## src/design/nsp_pkg.sv

```systemverilog
// Package for the nested scope profiler: item types, stack control structs,
// operation and status codes, and the region id reduction function.
// Depends on nothing; every other file of the block uses it.
`timescale 1ns / 1ps
`default_nettype none

package nsp_pkg;

    localparam int NUM_REGIONS_DEF = 64;
    localparam int STACK_DEPTH_DEF = 16;
    localparam int ACC_WIDTH_DEF   = 48;

    localparam int OP_W     = 2;
    localparam int REGION_W = 6;
    localparam int TS_W     = 32;
    localparam int OUT_W    = 48;
    localparam int DEPTH_W  = 5;
    localparam int STATUS_W = 2;

    localparam logic [OP_W-1:0] OP_ENTER = 2'd0;
    localparam logic [OP_W-1:0] OP_EXIT  = 2'd1;

    localparam logic [STATUS_W-1:0] ST_OK    = 2'd0;
    localparam logic [STATUS_W-1:0] ST_FULL  = 2'd1;
    localparam logic [STATUS_W-1:0] ST_EMPTY = 2'd2;

    typedef struct packed {
        logic [OP_W-1:0]     op;
        logic [REGION_W-1:0] region;
        logic [TS_W-1:0]     timestamp;
    } t_nsp_in;

    typedef struct packed {
        logic [OUT_W-1:0]    self_time;
        logic [OUT_W-1:0]    inclusive_time;
        logic [OUT_W-1:0]    total_time;
        logic [DEPTH_W-1:0]  depth;
        logic [STATUS_W-1:0] status;
    } t_nsp_out;

    typedef struct packed {
        logic                push;
        logic                pop;
        logic [REGION_W-1:0] region;
        logic [TS_W-1:0]     start;
    } t_nsp_stk_cmd;

    typedef struct packed {
        logic [REGION_W-1:0] top_region;
        logic [TS_W-1:0]     top_start;
        logic [REGION_W-1:0] n_top_region;
    } t_nsp_stk_stat;

    // Reduces a region id modulo the region count by conditional subtraction
    // of shifted copies of the count, one step per id bit.
    function automatic logic [REGION_W-1:0] reduce_region(
        input logic [REGION_W-1:0] region,
        input int                  count
    );
        logic [15:0] v;
        v = {10'd0, region};
        for (int k = REGION_W - 1; k >= 0; k--) begin
            if (v >= 16'(count << k)) begin
                v = v - 16'(count << k);
            end
        end
        return v[REGION_W-1:0];
    endfunction

endpackage

`default_nettype wire

```

## src/design/nsp_acc_table.sv

```systemverilog
// Region accumulator table: one write port, two registered read ports with
// forwarding of a write that lands at the same edge as the read.
// Depends on nsp_pkg for default sizes.
`timescale 1ns / 1ps
`default_nettype none

module nsp_acc_table #(
    parameter int  DEPTH = nsp_pkg::NUM_REGIONS_DEF,
    parameter int  AW    = nsp_pkg::ACC_WIDTH_DEF,
    localparam int RW    = (DEPTH > 1) ? $clog2(DEPTH) : 1
) (
    input  wire logic          i_clk,
    input  wire logic          i_we,
    input  wire logic [RW-1:0] i_waddr,
    input  wire logic [AW-1:0] i_wdata,
    input  wire logic          i_re,
    input  wire logic [RW-1:0] i_raddr_a,
    input  wire logic [RW-1:0] i_raddr_b,
    output logic      [AW-1:0] o_rdata_a,
    output logic      [AW-1:0] o_rdata_b
);

    logic [AW-1:0] mem [DEPTH];
    logic [AW-1:0] r_rd_a;
    logic [AW-1:0] r_rd_b;
    logic          r_byp_a;
    logic          r_byp_b;
    logic [AW-1:0] r_byp_data;

    always_ff @(posedge i_clk) begin
        if (i_we) begin
            mem[i_waddr] <= i_wdata;
        end
        if (i_re) begin
            r_rd_a     <= mem[i_raddr_a];
            r_rd_b     <= mem[i_raddr_b];
            r_byp_a    <= i_we && (i_waddr == i_raddr_a);
            r_byp_b    <= i_we && (i_waddr == i_raddr_b);
            r_byp_data <= i_wdata;
        end
    end

    assign o_rdata_a = r_byp_a ? r_byp_data : r_rd_a;
    assign o_rdata_b = r_byp_b ? r_byp_data : r_rd_b;

endmodule

`default_nettype wire

```

## config.mk

```make
export PLATFORM = sky130hd
export DESIGN_NAME = nsp_acc_table
export DESIGN_NICKNAME = d
export VERILOG_FILES = /design/src/design/nsp_pkg.sv /design/src/design/nsp_acc_table.sv
export SDC_FILE = /design/constraint.sdc
export NUM_CORES = 2
export LEC_CHECK = 0
export ABC_CLOCK_PERIOD_IN_PS = 11000
export BUFFER_PORTS_ARGS = -buffer_cell sky130_fd_sc_hd__buf_2
export CORE_ASPECT_RATIO = 0.8
export CORE_UTILIZATION = 40
export CTS_BUF_LIST = sky130_fd_sc_hd__clkbuf_16
export CTS_CLUSTER_SIZE = 24
export DETAILED_ROUTE_END_ITERATION = 10
export HOLD_SLACK_MARGIN = 0.06
export PLACE_DENSITY = 0.6
export SYNTH_ARGS = -nofsm -noshare
export SYNTH_HDL_FRONTEND = slang
export SYNTH_SLANG_ARGS = --single-unit
export TNS_END_PERCENT = 50
```

## constraint.sdc

```tcl
create_clock -name i_clk -period 11 [get_ports i_clk]
set_input_delay 0.55 -clock i_clk [delete_from_list [all_inputs] [get_ports i_clk]]
set_output_delay 0.55 -clock i_clk [all_outputs]
set_load 0.1 [all_outputs]
```

Word-level counts from Yosys, hierarchy flattened
Memories as Yosys holds them, arrays and structs flattened. A register that Yosys moved wholly into a read port is not among the register bits. Index checks and enable logic that the tools add are counted.

Bits in registers: 50. Bits in writable memories: 3072. Output and inout bits: 96. Word-level logic and storage cells: 12. Memories kept: 1.

Eq/ne operators: 2. Multiplexer cells: 4. Reductions and logical operators: 2.

Memory list: mem (depth 64, width 48, rd ports 2, clocked after memory_dff 2, write ports 1, RTL line nsp_acc_table.sv:23) `logic [AW-1:0] mem [DEPTH];`.

Operator list (number): 48-bit 2-to-1 mux (2); 6-bit == test (2); 1-bit logical AND (2); 1-bit 2-to-1 mux (2).

Longest topological paths before layout
Depth after elaboration: 2. Gate-level depth with buffers: 10.

Least setup slack after synthesis
OpenSTA, ideal clock, no wires.

Kind: in2reg. Start: input port i_waddr[4]. End: memory mem[48][0] (netlist bit) (enable). Setup time: 0.513 ns. Arrival time: 4.507 ns. Required time: 10.487 ns. Path slack: 5.981 ns. Stages: 4. Buffers on the path: 1. Cell sequence: clkbuf_1 -> nor2b_1 -> nand4b_1 -> nor3_1.

RTL lines: start: declaration (RTL line nsp_acc_table.sv:14) `input wire logic [RW-1:0] i_waddr,`; end: declaration (RTL line nsp_acc_table.sv:23).

Straight into the memory's write port.

Worst setup path in the final report
Start: input port i_we. End: memory mem[38][12] (netlist bit) (enable).

Cells in the longest elaborated chain, start to end: 2.

Ends and longest elaborated chain: start: declaration (RTL line nsp_acc_table.sv:13) `input wire logic i_we,`; 1-bit 2-to-1 mux (RTL line nsp_acc_table.sv:31) `if (i_we) begin`; 1-bit 2-to-1 mux (implied by the code) (RTL line nsp_acc_table.sv:32) `mem[i_waddr] <= i_wdata;`.

No other way between the ends.

==> impl_results.md <==
* Gate count of the mapped netlist at about 6500
* Slowest CP cell: nor2_4
* Final number of hold-violating endpoints at 0
* Pwr Density at 166 nW/µm²
* Synthesized area at 147000 µm²
* Worst Setup SP: i_we
* IR drop worst, VDD at 0.000125 V
* Clk slew on worst S/H paths at 0.07 ns
* Io pins at approximately 170
* TNS Setup at 0 ns
* Crit. End Element: flip-flop
* Max_cap viols at 0
* Crit path DAT at around 4.5 ns
* Vias at 80300
* Post-synthesis sequential area ratio at 65.9%
* Synth top area cells: edfxtp_1, mux4_2, mux2_2
* Finished Layout Cells at 11900
* Grt total ovfl at 0
* Clk Latency, worst-skew pair at 0.93 ns
* Max FO, Critical Path at 31
* Area delta synth->final at 12.1%
* Total CTS buffers at 332
* FF+latch count, synth at 3218
* PostCTS Resize Cnt at 0
* # hold bufs at CTS at 1
* Initial DRC count at 12800
* Largest net degree at the start of global routing at 127
* FMAX at 247 MHz
* Post-Syn Nets at 6591
* RSZ-0062 raised after global routing: false
* Worst setup endpoint: mem[38][12]$_DFFE_PP_
* Final Core Density at 45.1%
* Worst setup path category: primary input to flip-flop
* Reg2reg setup slack at 8.57 ns
* H-tree Lvls at 5
* Ys async rst share at 0%
* Antenna violations before repair at 55
* Critical Path Stages at 6
* CP bufs+invs at 3
* Final period utilization at 36.8%
* Worst-Margin Slew at between 1 and 1.5 ns
* Cell area after layout at 164000 µm²
* Post-synth top flop: edfxtp_1
* Rows at slightly below 200
* RR Startpoint: mem[38][0]$_DFFE_PP_
* Placed cells at between 10000 and 15000
* Count of input and output buffers at 164
* Gpl congestion at ~0.81
* Min Tclk post-route at 4.05 ns
* Slew headroom at 12.6%
* CTS tree: yes
* DP Area at ~150000 µm²
* Unique masters post-synth at 40
* Final net count at 6789
* Worst EP required at 11.48 ns
* Overall die width at 679 µm
* Setup Buffers After CTS at 0
* Wire per inst at 41.0 µm
* R2r endpoint: r_rd_b[0]$_DFFE_PP_
* Clock Tree Root: clkbuf_16
* GRT Util Overall at 26.2%
* Post-synth EDFFs at 3218
* Fraction of layout cells with a size suffix above 1 at 41.7%
* Post-synth top cells: edfxtp_1, mux4_2, buf_2, mux2_2, clkbuf_1
* Final slew viol count at 0
* Die area at 369000 µm²
* Area leader, netlist: edfxtp_1
* Leak at 50.6 nW
* Core box area at 364000 µm²
* CP cell instances: dlygate4sd3_1 -> buf_2 -> nor2b_1 -> nand3_1 -> nor2_4 -> buf_4
* Number of global-route vias before repair at 79900
* Hpwl dp at 268000 µm
* Pre-Repair DR Iteration Count at 5
* Area share of the largest cell type after synthesis at 65.9%
* Die H at around 540 µm
* Routed WL at roughly 490000 µm
* Outcome: complete, no violations
* First-pass GRT wire length at 669000 µm
* R2r worst-path depth at 4
* Ys Warns at 0
* Via/cell ratio at 6.74
* Clock Skew at 0.0443 ns
* Startpoint Class: primary input
* Count leader, synth: edfxtp_1
* Routed Antenna Nets at 0
* CTS sink count at 3218
* Final number of setup-violating endpoints at 0
* Mean post-synth cell area at 22.5 µm²
* Starting density of the core at 40.3%
* CTS Buffer Depth at 4
* Final Hold Slack at approximately 0.18 ns
* Hold Crit Class: primary input to flip-flop
* Remaining DRCs at 0
* Critical path's top delay family: simple AND/OR/NAND/NOR gates
* Worst path max stage delay at 1.13 ns
[worst min-delay path, delay by kind of cell]
family / cells / cell delay (ns)
and+or+nand+nor: 1 / 0.06
buffers and inverters: 1 / 0.18
xor gates and xnor gates: 1 / 0.15
[flip-flops by register name, indices dropped and copies added (netlist names)]
name,flops
mem,3072
r_byp_data,48
r_rd_a,48
r_rd_b,48
r_byp_a,1
r_byp_b,1
[routing by layer]
metal / track usage, % / wire [µm] / up-vias
met5: 0 / 93 / -
met2: 40.0 / 223000 / 5762
met3: 5.81 / 57800 / 983
li1: - / - / 29500
met4: 9.80 / 20600 / 14
met1: 37.1 / 187000 / 44000
[report_power, final]
group | switching, mW | internal, mW
clock network | 4.86 | 6.36
logic | 1.51 | 0.908
registers | 0.0718 | 13.6
total | 6.44 | 20.9
[placed cells by master, fill, tap and decap left out, types with 65 or more instances in the layout]
| cell type | instances |
|---|---|
| buf_2 | 155 |
| mux2_2 | 207 |
| mux4_2 | 1782 |
| clkbuf_16 | 342 |
| nor2_4 | 65 |
| nand2_1 | 133 |
| clkinv_1 | 77 |
| mux2i_1 | 146 |
| a22oi_1 | 102 |
| edfxtp_1 | 3218 |
| buf_4 | 195 |
[how the worst min path moves through the flow]
stage | to | cells past startpoint | startpoint
final | r_byp_a$_DFFE_PP_ | 3 | i_waddr[4]
after floorplan | mem[0][0]$_DFFE_PP_ | 0 | i_wdata[0]
after detailed placement | r_rd_a[4]$_DFFE_PP_ | 4 | mem[2][4]$_DFFE_PP_
after CTS | r_byp_a$_DFFE_PP_ | 3 | i_waddr[4]
after global routing | r_byp_a$_DFFE_PP_ | 3 | i_waddr[4]
after global placement | r_rd_a[4]$_DFFE_PP_ | 4 | mem[2][4]$_DFFE_PP_
[layout make-up]
class | count | area [µm²]
fillers | 30100 | 200000
flip-flops and latches | 3218 | 96600
multi-input cells | 2783 | 48200
clock buffers | 342 | 8560
well taps | 4900 | 6130
repair buffers | 384 | 2870
clock inverters | 247 | 2030
diodes | 30 | 75.1
inverters | 1 | 3.75
[through the flow]
step,power [mW],setup slack [ns]
2_1_floorplan,15.6,5.98
3_3_place_gp,16.4,6.27
3_5_place_dp,16.4,6.26
4_1_cts,27.5,7.09
5_1_grt,28.0,6.99
6_report,27.4,6.95
[logic make-up after synthesis]
kind of cell	Yosys count	share of synthesized area, %
xor+xnor	12	0.0716
buf+inv	521	1.70
simple gates	320	0.935
flops	3218	65.9
compound gates	316	1.51
mux	2135	29.9
Power figures use the tool's default switching activity.
